==> config.mk <==
export PLATFORM = sky130hd
export DESIGN_NAME = intel_hex_record_parser
export DESIGN_NICKNAME = d
export VERILOG_FILES = /design/src/ihex_pkg.sv /design/src/ihex_fifo.sv /design/src/ihex_front.sv /design/src/ihex_back.sv /design/src/intel_hex_record_parser.sv
export SDC_FILE = /design/constraint.sdc
export NUM_CORES = 1
export LEC_CHECK = 0
export ABC_AREA = 1
export BUFFER_PORTS_ARGS = -buffer_cell sky130_fd_sc_hd__buf_2
export CAP_MARGIN = 20
export CELL_PAD_IN_SITES_DETAIL_PLACEMENT = 0
export CELL_PAD_IN_SITES_GLOBAL_PLACEMENT = 1
export CORE_MARGIN = 4
export CORE_UTILIZATION = 45
export CTS_CLUSTER_SIZE = 40
export DETAILED_ROUTE_END_ITERATION = 12
export PLACE_DENSITY = 0.78
export SLEW_MARGIN = 20
export SYNTH_ARGS = -nofsm -noshare
export SYNTH_HDL_FRONTEND = slang
export SYNTH_SLANG_ARGS = --single-unit
==> constraint.sdc <==
create_clock -name clock -period 5.3 [get_ports clock]
set_input_delay 0.265 -clock clock [delete_from_list [all_inputs] [get_ports clock]]
set_output_delay 0.265 -clock clock [all_outputs]
set_load 0.01 [all_outputs]
==> src/ihex_pkg.sv <==
`default_nettype none
//----------------------------------------------------------------------------
// ihex_pkg
// Shared widths, character codes and item types of the hex record parser.
//----------------------------------------------------------------------------
package ihex_pkg;

   localparam int QUEUE_DEPTH = 2;

   localparam int CH_W    = 8;
   localparam int VALUE_W = 5;
   localparam int PAIR_W  = 9;
   localparam int POS_W   = 10;
   localparam int ADDR_W  = 21;
   localparam int DATA_W  = 8;
   localparam int SIZE_W  = 22;

   localparam logic CMD_END    = 1'b1;
   localparam logic KIND_WRITE = 1'b0;
   localparam logic KIND_END   = 1'b1;

   localparam logic [CH_W-1:0] CH_NUL     = 8'h00;
   localparam logic [CH_W-1:0] CH_NEWLINE = 8'h0A;
   localparam logic [CH_W-1:0] CH_COLON   = 8'h3A;

   localparam logic [SIZE_W-1:0] MEM_SIZE_RESET = 22'h010000;

   typedef struct packed {
      logic               cmd;
      logic               newline;
      logic               nul;
      logic               colon;
      logic               alnum;
      logic [VALUE_W-1:0] value;
   } char_item_type;

   typedef struct packed {
      logic              kind;
      logic [ADDR_W-1:0] address;
      logic [DATA_W-1:0] data;
      logic [SIZE_W-1:0] size;
      logic              error;
   } rsp_item_type;

endpackage
`default_nettype wire

==> src/ihex_fifo.sv <==
`default_nettype none
//----------------------------------------------------------------------------
// ihex_fifo
// Small first-in first-out queue with full and empty flags.
//----------------------------------------------------------------------------
module ihex_fifo #(
   parameter int WIDTH = 8,
   parameter int DEPTH = 2
) (
   input  wire logic             clock,
   input  wire logic             reset,
   input  wire logic             push,
   input  wire logic [WIDTH-1:0] wr_data,
   output logic                  full,
   input  wire logic             pop,
   output logic      [WIDTH-1:0] rd_data,
   output logic                  empty
);
   localparam int PTR_W = (DEPTH > 1) ? $clog2(DEPTH) : 1;
   localparam int CNT_W = $clog2(DEPTH + 1);

   logic [WIDTH-1:0] store_ff [DEPTH];
   logic [PTR_W-1:0] wr_ptr_ff, wr_ptr_in;
   logic [PTR_W-1:0] rd_ptr_ff, rd_ptr_in;
   logic [CNT_W-1:0] count_ff, count_in;
   logic             do_push;
   logic             do_pop;

   assign full    = (count_ff == CNT_W'(DEPTH));
   assign empty   = (count_ff == '0);
   assign do_push = push && !full;
   assign do_pop  = pop && !empty;
   assign rd_data = store_ff[rd_ptr_ff];

   always_comb begin
      wr_ptr_in = wr_ptr_ff;
      rd_ptr_in = rd_ptr_ff;
      count_in  = count_ff;
      if (do_push) begin
         wr_ptr_in = (wr_ptr_ff == PTR_W'(DEPTH - 1)) ? '0 : wr_ptr_ff + PTR_W'(1);
      end
      if (do_pop) begin
         rd_ptr_in = (rd_ptr_ff == PTR_W'(DEPTH - 1)) ? '0 : rd_ptr_ff + PTR_W'(1);
      end
      if (do_push && !do_pop) begin
         count_in = count_ff + CNT_W'(1);
      end else if (do_pop && !do_push) begin
         count_in = count_ff - CNT_W'(1);
      end
   end

   always_ff @(posedge clock) begin
      if (reset) begin
         wr_ptr_ff <= '0;
         rd_ptr_ff <= '0;
         count_ff  <= '0;
      end else begin
         wr_ptr_ff <= wr_ptr_in;
         rd_ptr_ff <= rd_ptr_in;
         count_ff  <= count_in;
      end
   end

   always_ff @(posedge clock) begin
      if (do_push) begin
         store_ff[wr_ptr_ff] <= wr_data;
      end
   end

endmodule
`default_nettype wire

==> src/ihex_front.sv <==
`default_nettype none
//----------------------------------------------------------------------------
// ihex_front
// Classifies each incoming character: newline, nul, colon, alphanumeric
// and its hex digit value.
//----------------------------------------------------------------------------
module ihex_front (
   input  wire logic                        req_push,
   input  wire logic                        req_cmd,
   input  wire logic [ihex_pkg::CH_W-1:0]   req_ch,
   output logic                             item_push,
   output ihex_pkg::char_item_type          item
);
   import ihex_pkg::*;

   localparam logic [CH_W-1:0] CH_ZERO    = 8'h30;
   localparam logic [CH_W-1:0] CH_NINE    = 8'h39;
   localparam logic [CH_W-1:0] CH_UPPER_A = 8'h41;
   localparam logic [CH_W-1:0] CH_UPPER_Z = 8'h5A;
   localparam logic [CH_W-1:0] CH_LOWER_A = 8'h61;
   localparam logic [CH_W-1:0] CH_LOWER_Z = 8'h7A;
   localparam logic [VALUE_W-1:0] LETTER_BIAS = 5'd9;

   logic is_digit;
   logic is_letter;

   assign is_digit  = (req_ch >= CH_ZERO) && (req_ch <= CH_NINE);
   assign is_letter = ((req_ch >= CH_UPPER_A) && (req_ch <= CH_UPPER_Z)) ||
                      ((req_ch >= CH_LOWER_A) && (req_ch <= CH_LOWER_Z));

   assign item_push    = req_push;
   assign item.cmd     = req_cmd;
   assign item.newline = (req_ch == CH_NEWLINE);
   assign item.nul     = (req_ch == CH_NUL);
   assign item.colon   = (req_ch == CH_COLON);
   assign item.alnum   = is_digit || is_letter;
   assign item.value   = is_digit ? {1'b0, req_ch[3:0]}
                                  : {1'b0, req_ch[3:0]} + LETTER_BIAS;

endmodule
`default_nettype wire

==> src/ihex_back.sv <==
`default_nettype none
//----------------------------------------------------------------------------
// ihex_back
// Record state machine: walks each line's header, tracks the segment base,
// issues memory writes and the end report, and holds the size register.
//----------------------------------------------------------------------------
module ihex_back (
   input  wire logic                          clock,
   input  wire logic                          reset,
   input  wire logic                          csr_valid,
   output logic                               csr_ready,
   input  wire logic [ihex_pkg::SIZE_W-1:0]   csr_mem_size,
   input  wire ihex_pkg::char_item_type       char_item,
   input  wire logic                          char_empty,
   output logic                               char_pop,
   input  wire logic                          rsp_full,
   output logic                               rsp_push,
   output ihex_pkg::rsp_item_type             rsp_item
);
   import ihex_pkg::*;

   localparam int PW   = ADDR_W + 1;
   localparam int CMPW = (PW > SIZE_W) ? PW : SIZE_W;

   localparam logic [POS_W-1:0] POS_MARK    = 10'd0;
   localparam logic [POS_W-1:0] POS_LEN_HI  = 10'd1;
   localparam logic [POS_W-1:0] POS_LEN_LO  = 10'd2;
   localparam logic [POS_W-1:0] POS_ADDR_HI = 10'd4;
   localparam logic [POS_W-1:0] POS_ADDR_LO = 10'd6;
   localparam logic [POS_W-1:0] POS_TYPE    = 10'd8;
   localparam logic [POS_W-1:0] POS_SEG_HI  = 10'd10;
   localparam logic [POS_W-1:0] POS_SEG_LO  = 10'd12;
   localparam logic [POS_W-1:0] POS_MAX     = 10'd1023;

   localparam logic [PAIR_W-1:0] REC_DATA    = 9'd0;
   localparam logic [PAIR_W-1:0] REC_SEGMENT = 9'd2;

   logic [POS_W-1:0]     line_position_ff, line_position_in;
   logic                 line_ignored_ff, line_ignored_in;
   logic [PAIR_W-1:0]    pair_count_ff, pair_count_in;
   logic [PAIR_W-1:0]    offset_hi_ff, offset_hi_in;
   logic [PAIR_W-1:0]    record_type_ff, record_type_in;
   logic [VALUE_W-1:0]   high_digit_ff, high_digit_in;
   logic [ADDR_W-1:0]    segment_base_ff, segment_base_in;
   logic [PW-1:0]        write_pointer_ff, write_pointer_in;
   logic [SIZE_W-1:0]    highest_plus_one_ff, highest_plus_one_in;
   logic                 error_latched_ff, error_latched_in;
   logic [SIZE_W-1:0]    mem_size_ff;

   logic                 fire;
   logic [PAIR_W-1:0]    pair;
   logic [16:0]          offset_full;
   logic [PW-1:0]        start_sum;
   logic [CMPW-1:0]      sum_ext;
   logic [CMPW-1:0]      size_ext;
   logic [CMPW-1:0]      wp_ext;
   logic [SIZE_W-1:0]    wp_plus_one;
   logic [ADDR_W-1:0]    seg_scaled;

   assign csr_ready   = 1'b1;
   assign fire        = !char_empty && !rsp_full;
   assign char_pop    = fire;

   assign pair        = {high_digit_ff, 4'h0} + {4'h0, char_item.value};
   assign offset_full = {offset_hi_ff, 8'h00} + {8'h00, pair};
   assign start_sum   = PW'(segment_base_ff) + PW'(offset_full);
   assign sum_ext     = CMPW'(start_sum);
   assign size_ext    = CMPW'(mem_size_ff);
   assign wp_ext      = CMPW'(write_pointer_ff);
   assign wp_plus_one = wp_ext[SIZE_W-1:0] + SIZE_W'(1);
   assign seg_scaled  = {offset_full, 4'h0};

   always_comb begin
      line_position_in    = line_position_ff;
      line_ignored_in     = line_ignored_ff;
      pair_count_in       = pair_count_ff;
      offset_hi_in        = offset_hi_ff;
      record_type_in      = record_type_ff;
      high_digit_in       = high_digit_ff;
      segment_base_in     = segment_base_ff;
      write_pointer_in    = write_pointer_ff;
      highest_plus_one_in = highest_plus_one_ff;
      error_latched_in    = error_latched_ff;
      rsp_push            = 1'b0;
      rsp_item            = '0;

      if (fire) begin
         if (char_item.cmd == CMD_END) begin
            rsp_push            = 1'b1;
            rsp_item.kind       = KIND_END;
            rsp_item.size       = error_latched_ff ? '0 : highest_plus_one_ff;
            rsp_item.error      = error_latched_ff;
            line_position_in    = '0;
            line_ignored_in     = 1'b0;
            pair_count_in       = '0;
            offset_hi_in        = '0;
            record_type_in      = '0;
            high_digit_in       = '0;
            segment_base_in     = '0;
            write_pointer_in    = '0;
            highest_plus_one_in = '0;
            error_latched_in    = 1'b0;
         end else if (error_latched_ff) begin
            // everything waits for the end item
         end else if (char_item.newline) begin
            line_position_in = '0;
            line_ignored_in  = 1'b0;
         end else if (line_ignored_ff) begin
            // rest of line skipped
         end else if (char_item.nul) begin
            line_ignored_in = 1'b1;
         end else if (line_position_ff != POS_MAX) begin
            line_position_in = line_position_ff + POS_W'(1);
            case (line_position_ff)
               POS_MARK: begin
                  if (!char_item.colon) begin
                     line_ignored_in = 1'b1;
                  end
               end
               POS_LEN_HI: begin
                  if (!char_item.alnum) begin
                     line_ignored_in = 1'b1;
                  end else begin
                     high_digit_in = char_item.value;
                  end
               end
               POS_LEN_LO: begin
                  if (!char_item.alnum) begin
                     line_ignored_in = 1'b1;
                  end else begin
                     pair_count_in = pair;
                  end
               end
               POS_ADDR_HI: begin
                  offset_hi_in = pair;
               end
               POS_ADDR_LO: begin
                  if (sum_ext > size_ext) begin
                     error_latched_in = 1'b1;
                  end else begin
                     write_pointer_in = start_sum;
                  end
               end
               POS_TYPE: begin
                  record_type_in = pair;
                  if (pair != REC_DATA && pair != REC_SEGMENT) begin
                     line_ignored_in = 1'b1;
                  end
               end
               default: begin
                  if (line_position_ff[0]) begin
                     high_digit_in = char_item.value;
                  end else if (record_type_ff == REC_SEGMENT) begin
                     if (line_position_ff == POS_SEG_HI) begin
                        offset_hi_in = pair;
                     end else if (line_position_ff == POS_SEG_LO) begin
                        segment_base_in = seg_scaled;
                        line_ignored_in = 1'b1;
                     end
                  end else if (pair_count_ff != '0) begin
                     pair_count_in    = pair_count_ff - PAIR_W'(1);
                     write_pointer_in = write_pointer_ff + PW'(1);
                     if (wp_ext < size_ext) begin
                        if (wp_plus_one > highest_plus_one_ff) begin
                           highest_plus_one_in = wp_plus_one;
                        end
                        rsp_push         = 1'b1;
                        rsp_item.kind    = KIND_WRITE;
                        rsp_item.address = wp_ext[ADDR_W-1:0];
                        rsp_item.data    = pair[DATA_W-1:0];
                     end
                  end
               end
            endcase
         end
      end
   end

   always_ff @(posedge clock) begin
      if (reset) begin
         line_position_ff    <= '0;
         line_ignored_ff     <= 1'b0;
         pair_count_ff       <= '0;
         offset_hi_ff        <= '0;
         record_type_ff      <= '0;
         high_digit_ff       <= '0;
         segment_base_ff     <= '0;
         write_pointer_ff    <= '0;
         highest_plus_one_ff <= '0;
         error_latched_ff    <= 1'b0;
         mem_size_ff         <= MEM_SIZE_RESET;
      end else begin
         line_position_ff    <= line_position_in;
         line_ignored_ff     <= line_ignored_in;
         pair_count_ff       <= pair_count_in;
         offset_hi_ff        <= offset_hi_in;
         record_type_ff      <= record_type_in;
         high_digit_ff       <= high_digit_in;
         segment_base_ff     <= segment_base_in;
         write_pointer_ff    <= write_pointer_in;
         highest_plus_one_ff <= highest_plus_one_in;
         error_latched_ff    <= error_latched_in;
         if (csr_valid) begin
            mem_size_ff <= csr_mem_size;
         end
      end
   end

endmodule
`default_nettype wire

==> src/intel_hex_record_parser.sv <==
`default_nettype none
//----------------------------------------------------------------------------
// intel_hex_record_parser
// Streaming hex record parser: characters in, memory writes and an end
// report out, with a front, a record engine and a queue after each.
//
//   channel   direction  handshake              payload
//   req_      in         req_push / req_full    req_cmd, req_ch
//   rsp_      out        rsp_pop / rsp_empty    kind, address, data, size, error
//   csr_      in         csr_valid / csr_ready  csr_mem_size
//
// one item per cycle sustained while the result side is not stalled; the
// record engine updates its line state once per character.
// a result reaches the rsp_ ports through the registered character queue,
// the record engine and the registered result queue.
// reset is synchronous and clears all state but the queue storage; the size
// register returns to 65536. csr_ready is always high.
// a stalled result side fills the result queue, then the character queue,
// then raises req_full.
//----------------------------------------------------------------------------
module intel_hex_record_parser (
   input  wire logic                          clock,
   input  wire logic                          reset,
   input  wire logic                          req_push,
   output logic                               req_full,
   input  wire logic                          req_cmd,
   input  wire logic [ihex_pkg::CH_W-1:0]     req_ch,
   output logic                               rsp_empty,
   input  wire logic                          rsp_pop,
   output logic                               rsp_kind,
   output logic      [ihex_pkg::ADDR_W-1:0]   rsp_address,
   output logic      [ihex_pkg::DATA_W-1:0]   rsp_data,
   output logic      [ihex_pkg::SIZE_W-1:0]   rsp_size,
   output logic                               rsp_error,
   input  wire logic                          csr_valid,
   output logic                               csr_ready,
   input  wire logic [ihex_pkg::SIZE_W-1:0]   csr_mem_size
);
   import ihex_pkg::*;

   logic          front_push;
   char_item_type front_item;
   char_item_type char_item;
   logic          char_empty;
   logic          char_pop;
   logic          out_full;
   logic          out_push;
   rsp_item_type  out_item;
   rsp_item_type  head_item;

   ihex_front u_front (
      .req_push  (req_push),
      .req_cmd   (req_cmd),
      .req_ch    (req_ch),
      .item_push (front_push),
      .item      (front_item)
   );

   ihex_fifo #(
      .WIDTH ($bits(char_item_type)),
      .DEPTH (QUEUE_DEPTH)
   ) u_char_queue (
      .clock   (clock),
      .reset   (reset),
      .push    (front_push),
      .wr_data (front_item),
      .full    (req_full),
      .pop     (char_pop),
      .rd_data (char_item),
      .empty   (char_empty)
   );

   ihex_back u_back (
      .clock        (clock),
      .reset        (reset),
      .csr_valid    (csr_valid),
      .csr_ready    (csr_ready),
      .csr_mem_size (csr_mem_size),
      .char_item    (char_item),
      .char_empty   (char_empty),
      .char_pop     (char_pop),
      .rsp_full     (out_full),
      .rsp_push     (out_push),
      .rsp_item     (out_item)
   );

   ihex_fifo #(
      .WIDTH ($bits(rsp_item_type)),
      .DEPTH (QUEUE_DEPTH)
   ) u_rsp_queue (
      .clock   (clock),
      .reset   (reset),
      .push    (out_push),
      .wr_data (out_item),
      .full    (out_full),
      .pop     (rsp_pop),
      .rd_data (head_item),
      .empty   (rsp_empty)
   );

   assign rsp_kind    = head_item.kind;
   assign rsp_address = head_item.address;
   assign rsp_data    = head_item.data;
   assign rsp_size    = head_item.size;
   assign rsp_error   = head_item.error;

endmodule
`default_nettype wire
==> results of run 1 <==
worst max-delay path: cells and delay by family (launching register included):
kind / cells / cell delay [ns]
AND/OR/NAND/NOR: 20 / 2.28
adder cells (fa/ha/maj): 5 / 1.08
buffers and inverters: 5 / 0.46
AO/OA/AOI/OAI: 2 / 0.38
flip-flops: 1 / 0.32
XOR/XNOR: 2 / 0.31
timing repair:
item	4_1_cts	5_1_grt
endpoints found under the hold margin	15	0
hold buffers	17	0
setup buffers	0	2
resized for setup	0	28
endpoints found under the setup margin	0	23
power by group through the flow:
stage	registers [mW]	clock network, mW	logic [mW]
5_1_grt	3.15	2.39	4.78
2_1_floorplan	3.00	0	3.01
4_1_cts	3.09	2.30	4.17
3_5_place_dp	3.13	0	4.14
6_report	3.09	2.25	4.21
3_3_place_gp	3.12	0	4.09
area by class of cell:
class	count	area, um2
sequential	263	6530
clock buffer	37	802
fill	3002	14900
inverter	210	793
multi-input combinational	1233	7010
timing repair buffer	128	848
clock inverter	17	273
tap	402	503
synthesized netlist by cell type (2+ instances only):
| master | number | area, um2 |
|---|---|---|
| a211oi_1 | 3 | 22.5 |
| a21o_1 | 2 | 15.0 |
| a21oi_1 | 137 | 686 |
| a22o_1 | 3 | 26.3 |
| a22oi_1 | 5 | 37.5 |
| a31oi_1 | 4 | 25.0 |
| a32oi_1 | 2 | 17.5 |
| and3_1 | 3 | 18.8 |
| buf_1 | 5 | 18.8 |
| buf_2 | 15 | 75.1 |
| buf_4 | 3 | 22.5 |
| buf_6 | 5 | 56.3 |
| clkbuf_1 | 28 | 105 |
| dfxtp_1 | 137 | 2740 |
| edfxtp_1 | 126 | 3780 |
| ha_1 | 94 | 1180 |
| inv_1 | 197 | 739 |
| inv_2 | 12 | 45.0 |
| mux2_2 | 53 | 597 |
| nand2_1 | 354 | 1330 |
| nand2_2 | 6 | 37.5 |
| nand3_1 | 73 | 365 |
| nand3_2 | 3 | 30.0 |
| nand3b_1 | 6 | 45.0 |
| nand4_1 | 15 | 93.8 |
| nor2_1 | 237 | 890 |
| nor2_2 | 5 | 31.3 |
| nor3_1 | 40 | 200 |
| nor3b_1 | 2 | 15.0 |
| nor4_1 | 3 | 18.8 |
| o211ai_1 | 6 | 45.0 |
| o21a_1 | 4 | 30.0 |
| o21ai_0 | 98 | 490 |
| o21bai_1 | 3 | 22.5 |
| o22ai_1 | 8 | 50.1 |
| or2_2 | 6 | 37.5 |
| xnor2_1 | 7 | 61.3 |
| xor2_1 | 34 | 298 |
layout by cell type (no fill, tap or decap), types with 7 or more instances in the layout:
cell type / instances
xor2_1: 33
buf_4: 16
o22ai_1: 8
nor3_1: 40
bufinv_16: 7
nand2_1: 351
edfxtp_1: 126
inv_2: 13
nor2_2: 9
nand2_2: 8
nand4_1: 15
dlygate4sd3_1: 17
xnor2_1: 7
inv_1: 195
nor2_1: 230
mux2_2: 53
buf_2: 90
a21oi_1: 133
dfxtp_1: 136
nand3_1: 70
clkbuf_16: 31
ha_1: 91
o21ai_0: 97
how the worst max path moves through the flow:
stage / start / to
2_1_floorplan: flop / u_back.wp_ext[0]
3_3_place_gp: flop / u_back.wp_ext[19]
3_5_place_dp: flop / u_back.wp_ext[12]
4_1_cts: flop / u_back.wp_ext[12]
5_1_grt: flop / u_back.wp_ext[4]
6_report: flop / u_back.wp_ext[12]
layer usage:
layer	vias to the layer above	GRT usage (%)	part of all wire, %
met5	-	0	0
met4	0	6.77	3.3
li1	6063	-	-
met1	5444	27.7	44
met2	249	37.3	48
met3	75	3.30	4.7
through the flow:
stage                     util, %  area, um2  setup TNS (ns)  setup WS (ns)  instances
final                        53.0      16800               0          0.389       2290
after CTS                    52.3      16600               0         0.0108       2286
after global placement       48.4      15300               0          0.169       2215
after detailed placement     48.4      15300               0         0.0736       2215
after floorplan                 -      14500               0          0.647       1762
after global routing         53.0      16800         -0.0158        -0.0149       2290
state kept, by name (all words and copies together), names as in the netlist, 2 cells and up, named ones only:
register / count
u_char_queue.store_ff: 20
u_back.wp_ext: 22
u_back.offset_hi_ff: 9
u_rsp_queue.count_ff: 2
u_back.pair_count_ff: 9
u_back.high_digit_ff: 5
u_back.mem_size_ff: 22
u_rsp_queue.store_ff: 106
u_back.record_type_ff: 9
u_char_queue.count_ff: 2
u_back.highest_plus_one_ff: 22
u_back.line_position_ff: 10
u_back.segment_base_ff: 17
cell families after synthesis:
| group | count (synthesis) | synth area share [%] |
|---|---|---|
| and+or+nand+nor | 759 | 21.9 |
| buffers and inverters | 266 | 7.38 |
| other | 1 | 0.0259 |
| DFF | 263 | 45.1 |
| muxes | 54 | 4.19 |
| adders and majority gates | 95 | 8.27 |
| AOI/OAI and AO/OA | 283 | 10.6 |
| xor gates and xnor gates | 41 | 2.48 |
==> impl_metrics.ini, run 1 <==
[finish]
drive_gt1_share_pct = 14.7
fin_nets = 1996
synthToLayoutAreaGrowth_pct = 15.8
num_antenna_cells = 0

[die]
io_pins = 92
design.core.area_mm2 = 0.0316
fp.dieW_um = 187
die-height_um = 187
rows = 65
initial_utilization_pct = 45.7
dieArea_mm2 = 0.0351

[power_and_ir_drop]
p_total_mw = 9.56
p_comb_share_pct = 44.0
power_density_mw_per_mm2 = 570
max-vdd-ir-drop_mv = 0.325
internal_power_mw = 5.61
p_clk_share_pct = 23.6
power_frac_seq_pct = 32.4
p_leak_nw = 7.11
p_sw_mw = 3.95
switching_share_pct = 41.3

[global_routing]
grt_overflow = 0
grt_pass1_vias = 11400
grt_max_degree = 95
antenna_found_initial = 0
grt_usage_pct = 21.5
grt_pass1_wl_um = 61800

[critical_path]
cpPeakStageDelay_ns = 0.32
ff2ff_setup_slack_ns = 0.39
cp_data_required_time_ns = 5.79
start_kind = flop
critPathSlowestCell = dfxtp_1
crit_path_frequent_cell = nand2_1
cp-end-kind = flop
worstSetupPathType = reg2reg
critPathArrivalTime_ns = 5.40
r2r_cells = 34
cp_max_fo = 8
timing.rr.end = u_back.wp_ext[12]

[run]
maxCapViolCount = 0

[clocking]
cts_inserted_buffers = 29
clock_path_buffers = 3
h-tree-depth = 1
clkSinkCount = 263
cts_tree = done
clkTransAtPathRegs_ns = 0.07
worst_skew_pair.late_latency_ns = 0.56
root_buffer = clkbuf_16

[route]
drt-wirelength-per-cell_um = 17.0
routed_wl_um = 38800
drt_iter0_markers = 723
drtPass1Iterations = 5
drcViolationCount = 0
vias = 11800
ant_nets = 0
viasPerCell = 5.17

[logic_synthesis]
synth_flop_cell = dfxtp_1
ys_async_sr_fraction_pct = 0
synth_area_per_cell_um2 = 8.21
syn_area_mm2 = 0.0145
ys_ff_latch = 263
synth_edf_count = 126
syn_nets = 1893
synth_cell_types = 56
netlist_instances = 1762
yosys_warnings = 0
yosysSeqAreaShare_pct = 45.1

[sta]
setup_viol = 0
hold_viol = 0
slew_violations = 0
slew_headroom_pct = 35.4
finalCriticalPeriod_ns = 4.91
whs_ns = 0.0190
finalCritPeriodShare_pct = 92.7
timing_worst_slew_pin_value_ns = 0.958
clock-skew-final_ns = 0.0139
fmax_mhz = 204

[place]
place.gp.congestion = 0.903
io_buffers = 90
place_hpwl_um = 28400

[min_path]
min_path_cells = 3
hp-class = in2reg
holdPathEnd = u_back.mem_size_ff[5]
min_from = csr_mem_size[5]

[outcome]
status = complete, no violations
Note: power is estimated with default switching activity, not from simulation.
==> run 2, diff against run 1 <==
--- a/config.mk
+++ b/config.mk
@@ -15,6 +15,7 @@
 export CTS_CLUSTER_SIZE = 40
 export DETAILED_ROUTE_END_ITERATION = 12
 export PLACE_DENSITY = 0.78
+export RECOVER_POWER = 100
 export SLEW_MARGIN = 20
 export SYNTH_ARGS = -nofsm -noshare
 export SYNTH_HDL_FRONTEND = slang
==> run 2 against run 1 <==
  * The run now ends with max-capacitance violations, max-slew violations left
  * Worst setup slack better by 0.019 ns
  * Clock skew increased by 0.0010 ns
  * Core utilization is 0.38 points lower
  * Count of clock-buffer cells in the layout stayed put
==> impl_metrics.ini, run 2 (synthesis results as in run 1) <==
[outcome]
status = finished with violations
violations = max-capacitance violations, max-slew violations

[route]
highest_layer = met4
wl_met1_um = 17300
ant_nets = 0
viasPerCell = 5.17
drcViolationCount = 0
route.met2.wl_um = 18500
drtPass1Iterations = 5
drt_iter0_markers = 746
drt-wirelength-per-cell_um = 17.0
vias = 11900
routed_wl_um = 39000
met3_length_um = 1900

[power_and_ir_drop]
max-vdd-ir-drop_mv = 0.326
p_sw_mw = 3.94
switching_share_pct = 41.5
power_frac_seq_pct = 32.6
internal_power_mw = 5.56
power_density_mw_per_mm2 = 571
p_total_mw = 9.50
p_clk_share_pct = 23.7
p_leak_nw = 6.94
p_comb_share_pct = 43.7

[clocking]
clkTransAtPathRegs_ns = 0.07
cts_inserted_buffers = 29
clock_path_buffers = 3
root_buffer = clkbuf_16
worst_skew_pair.late_latency_ns = 0.56
cts_tree = done
clkSinkCount = 263
h-tree-depth = 1

[critical_path]
r2r_cells = 34
cpPeakStageDelay_ns = 0.32
crit_path_frequent_cell = nand2_1
cp_data_required_time_ns = 5.75
worstSetupPathType = reg2reg
cp_max_fo = 22
critPathSlowestCell = dfxtp_1
ff2ff_setup_slack_ns = 0.41
critPathArrivalTime_ns = 5.34
cp-end-kind = flop
start_kind = flop

[finish]
synthToLayoutAreaGrowth_pct = 15.0
final_common_cell = nand2_1
top_register = u_rsp_queue.store_ff
n_fill_cell = 3032
largest_register_ff_count = 106
final_cells = 2290
fin_util_pct = 52.6
num_antenna_cells = 0
drive_gt1_share_pct = 10.8
fin_nets = 1996
fin_area_mm2 = 0.0166
multi_input_area_mm2 = 0.00697
final_cell_mix = nand2_1 (352), nor2_1 (234), inv_1 (199), dfxtp_1 (137), a21oi_1 (134)
seqCellArea_mm2 = 0.00653

[sta]
hold_viol = 0
slew_headroom_pct = -72.1
slew_violations = 156
clock-skew-final_ns = 0.0149
worst_slack_ns = 0.408
timing_worst_slew_pin_value_ns = 2.58
whs_ns = 0.0236
finalCritPeriodShare_pct = 92.3
setup_viol = 0
fmax_mhz = 204
finalCriticalPeriod_ns = 4.89
setup_tns_ns = 0

[place]
place_hpwl_um = 28400
io_buffers = 90
placed_cells = 2215
place.gp.congestion = 0.903
dpl_worst_slack_ns = 0.0736
placed_area_mm2 = 0.0153

[global_routing]
grt_pass1_vias = 11400
grt_overflow = 0
grt_usage_pct = 21.5
grt_pass1_wl_um = 61800
antenna_found_initial = 0
grt_max_degree = 95

[min_path]
min_from = csr_mem_size[5]
min_path_cells = 3
hp-class = in2reg

[die]
initial_utilization_pct = 45.7
dieArea_mm2 = 0.0351
die-height_um = 187
design.core.area_mm2 = 0.0316
rows = 65
fp.dieW_um = 187
io_pins = 92

[run]
maxCapViolCount = 5
## run 2: changes by cell type in the layout (fill, tap and decap cells not counted), sizes merged
| cell | before | now |
|---|---|---|
| inv | 212 | 211 |
| clkinv | 6 | 7 |
| buf | 110 | 50 |
| clkbuf | 38 | 98 |
## run 2: path summary, 6_finish.rpt
check / to
worst max-delay path: u_back.wp_ext[21]
worst min-delay path: u_back.mem_size_ff[5]
worst max register to register: u_back.wp_ext[21]
worst min register to register: u_char_queue.rd_ptr_ff
## run 2: routing by layer
| metal | up-vias | GRT usage, % |
|---|---|---|
| met5 | - | 0 |
| met4 | 0 | 6.77 |
| met3 | 77 | 3.30 |
| met2 | 257 | 37.3 |
| met1 | 5460 | 27.7 |
| li1 | 6056 | - |
## run 2: worst max-delay path: cells and delay by family (launching register included)
kind	cells	cell delay [ns]
adder cells (fa/ha/maj)	5	1.12
AND/OR/NAND/NOR	19	2.12
flip-flops	1	0.32
AO/OA/AOI/OAI	3	0.39
buffers and inverters	5	0.50
XOR/XNOR	2	0.31
## run 2: cell type report
class                      instances  area share [%]
timing repair buffer             128            4.60
inverter                         210            4.77
sequential                       263            39.2
multi-input combinational       1233            41.9
tap                              402            3.02
clock inverter                    17            1.64
clock buffer                      37            4.82
## run 2: power by group through the flow
stage | clock [mW] | sequential, mW | combinational, mW
final | 2.25 | 3.10 | 4.15
after global routing | 2.39 | 3.15 | 4.72
after CTS | 2.30 | 3.09 | 4.17
after detailed placement | 0 | 3.13 | 4.14
after global placement | 0 | 3.12 | 4.09
after floorplan | 0 | 3.00 | 3.01
## run 2: what timing repair did
action                                  CTS  global route
hold buffers                             17             0
endpoints found under the setup margin    0            23
buffers inserted                          0             2
hold endpoints to repair                 15             0
gates resized for setup                   0            28
==> run 3, diff against run 2 <==
--- a/config.mk
+++ b/config.mk
@@ -12,6 +12,7 @@
 export CELL_PAD_IN_SITES_GLOBAL_PLACEMENT = 1
 export CORE_MARGIN = 4
 export CORE_UTILIZATION = 45
+export CTS_BUF_LIST = sky130_fd_sc_hd__clkbuf_16
 export CTS_CLUSTER_SIZE = 40
 export DETAILED_ROUTE_END_ITERATION = 12
 export PLACE_DENSITY = 0.78
==> constraint.sdc (replaced) <==
create_clock -name clock -period 5.3 [get_ports clock]
set_input_delay 1.59 -clock clock [delete_from_list [all_inputs] [get_ports clock]]
set_output_delay 1.59 -clock clock [all_outputs]
set_load 0.01 [all_outputs]
==> run 3 against run 2 <==
  * The flow still finishes with violations (max-capacitance violations, max-slew violations)
  * Combinational power is essentially flat
  * Critical endpoint is now u_back.wp_ext[19]
  * Non-clock buffer count shrank 11
  * Wire length shrank 0.43%
  * Worst setup slack lost 0.096 ns
  * Critical path depth shrank 2
  * Clock skew shrank 0.0028 ns
  * Sequential share of layout area grew 0.58 points
  * Via count grew 0.94%
  * Register-to-register slack lost 0.096 ns
  * First-iteration DRC count shrank 8.4%
  * Final area shrank 1.5%
==> impl_metrics.ini, run 3 (synthesis results as in run 1) <==
[critical_path]
crit_path_frequent_cell = nand2_2
worstSetupPathType = reg2reg
critPathSlowestCell = dfxtp_1
start_kind = flop
critPathArrivalTime_ns = 5.45
cpPeakStageDelay_ns = 0.37
path_buf_inv = 3
cp-end-kind = flop
cp_data_required_time_ns = 5.76
path_delay_family = simple AND/OR/NAND/NOR gates
cp_max_fo = 7

[finish]
drive_gt1_share_pct = 11.4
final_cells = 2282
top_register = u_rsp_queue.store_ff
synthToLayoutAreaGrowth_pct = 13.3
n_fill_cell = 3096
num_antenna_cells = 0
largest_register_ff_count = 106
final_cell_mix = nand2_1 (349), nor2_1 (232), inv_1 (203), dfxtp_1 (137), a21oi_1 (134)
fin_nets = 1987
final_common_cell = nand2_1

[clocking]
clkTransAtPathRegs_ns = 0.06
postCtsHoldBufs = 0
worst_skew_pair.late_latency_ns = 0.57
cts_tree = done
h-tree-depth = 1
cts_inserted_buffers = 30
root_buffer = clkbuf_16
clkSinkCount = 263
clock_path_buffers = 3

[global_routing]
grt_usage_pct = 21.3
grt_overflow = 0
grt_pass1_vias = 11400
grt_pass1_wl_um = 61600
antenna_found_initial = 1
grt_max_degree = 54

[run]
maxCapViolCount = 5

[place]
place.gp.congestion = 0.912
placed_cells = 2220
io_buffers = 90
place_hpwl_um = 28600

[die]
io_pins = 92
initial_utilization_pct = 45.7
rows = 65
die-height_um = 187
design.core.area_mm2 = 0.0316
dieArea_mm2 = 0.0351
fp.dieW_um = 187

[sta]
timing_worst_slew_pin_value_ns = 1.59
whs_ns = 0.465
clock-skew-final_ns = 0.0121
finalCritPeriodShare_pct = 94.1
slew_headroom_pct = -6.32
setup_viol = 0
slew_violations = 173
setup_tns_ns = 0
finalCriticalPeriod_ns = 4.99
hold_viol = 0
fmax_mhz = 200

[power_and_ir_drop]
p_leak_nw = 6.85
p_total_mw = 9.25
power_density_mw_per_mm2 = 564
max-vdd-ir-drop_mv = 0.331

[min_path]
hp-class = reg2reg

[outcome]
violations = max-capacitance violations, max-slew violations
status = finished with violations

[route]
vias = 12000
drtPass1Iterations = 5
routed_wl_um = 38800
ant_nets = 0
viasPerCell = 5.24
drcViolationCount = 0
drt-wirelength-per-cell_um = 17.0
drt_iter0_markers = 683
run 3: cell count changes in the layout (fill, tap and decap cells not counted), moves of 3 or more:
cell           previous run  this run
nand2_1                 352       349
buf_4                    12        15
dlygate4sd3_1            17         0
nand2_2                   7        10
inv_1                   199       203
clkinv_2                  2         5
bufinv_16                 7         2
run 3: final timing paths:
path | end | cells past startpoint | startpoint | slack [ns]
worst min register to register | u_back.offset_hi_ff[8] | 2 | u_back.offset_hi_ff[8] | 0.47
worst min-delay path | u_back.offset_hi_ff[8] | 2 | u_back.offset_hi_ff[8] | 0.47
worst max-delay path | u_back.wp_ext[19] | 32 | flop | 0.31
worst max register to register | u_back.wp_ext[19] | 32 | flop | 0.31
run 3: cell type report:
class / instances / area [um2] / share of cell area [%]
multi-input combinational: 1233 / 7000 / 42.7
sequential: 263 / 6530 / 39.8
inverter: 210 / 801 / 4.89
clock buffer: 30 / 751 / 4.58
timing repair buffer: 117 / 598 / 3.65
tap: 402 / 503 / 3.07
clock inverter: 26 / 204 / 1.24
timing repair inverter: 1 / 8.76 / 0.0534
run 3: per-stage QoR:
step,utilization [%],setup WS [ns],instance area [um2]
2_1_floorplan,-,0.647,14500
3_3_place_gp,48.4,0.184,15300
3_5_place_dp,48.4,0.00442,15300
4_1_cts,51.5,0.0125,16300
5_1_grt,51.8,-0.0784,16400
6_report,51.8,0.312,16400
run 3: metal layers:
layer | vias to the layer above | GRT usage [%] | share of wire [%]
met3 | 78 | 2.74 | 4.7
met5 | - | 0 | 0.044
li1 | 6049 | - | -
met2 | 273 | 36.8 | 47
met4 | 2 | 5.97 | 3.1
met1 | 5559 | 28.2 | 45
run 3: repair_timing:
| item | CTS | global route |
|---|---|---|
| buffers inserted | 0 | 3 |
| cloned | 0 | 2 |
| pin swaps | 0 | 12 |
| endpoints found under the setup margin | 7 | 23 |
| resized for setup | 1 | 36 |
run 3: worst min-delay path: cells and delay by family, from the launching register on:
kind | cells | cell delay, ns
AOI/OAI and AO/OA | 1 | 0.05
DFF | 1 | 0.31
and+or+nand+nor | 1 | 0.06
run 3: power by group:
part | leakage, nW | switching, mW | total (mW) | internal, mW
sequential | 2.29 | 0.391 | 3.12 | 2.73
clock | 0.470 | 0.857 | 1.99 | 1.13
combinational | 4.09 | 2.73 | 4.13 | 1.40
total | 6.85 | 3.98 | 9.25 | 5.26
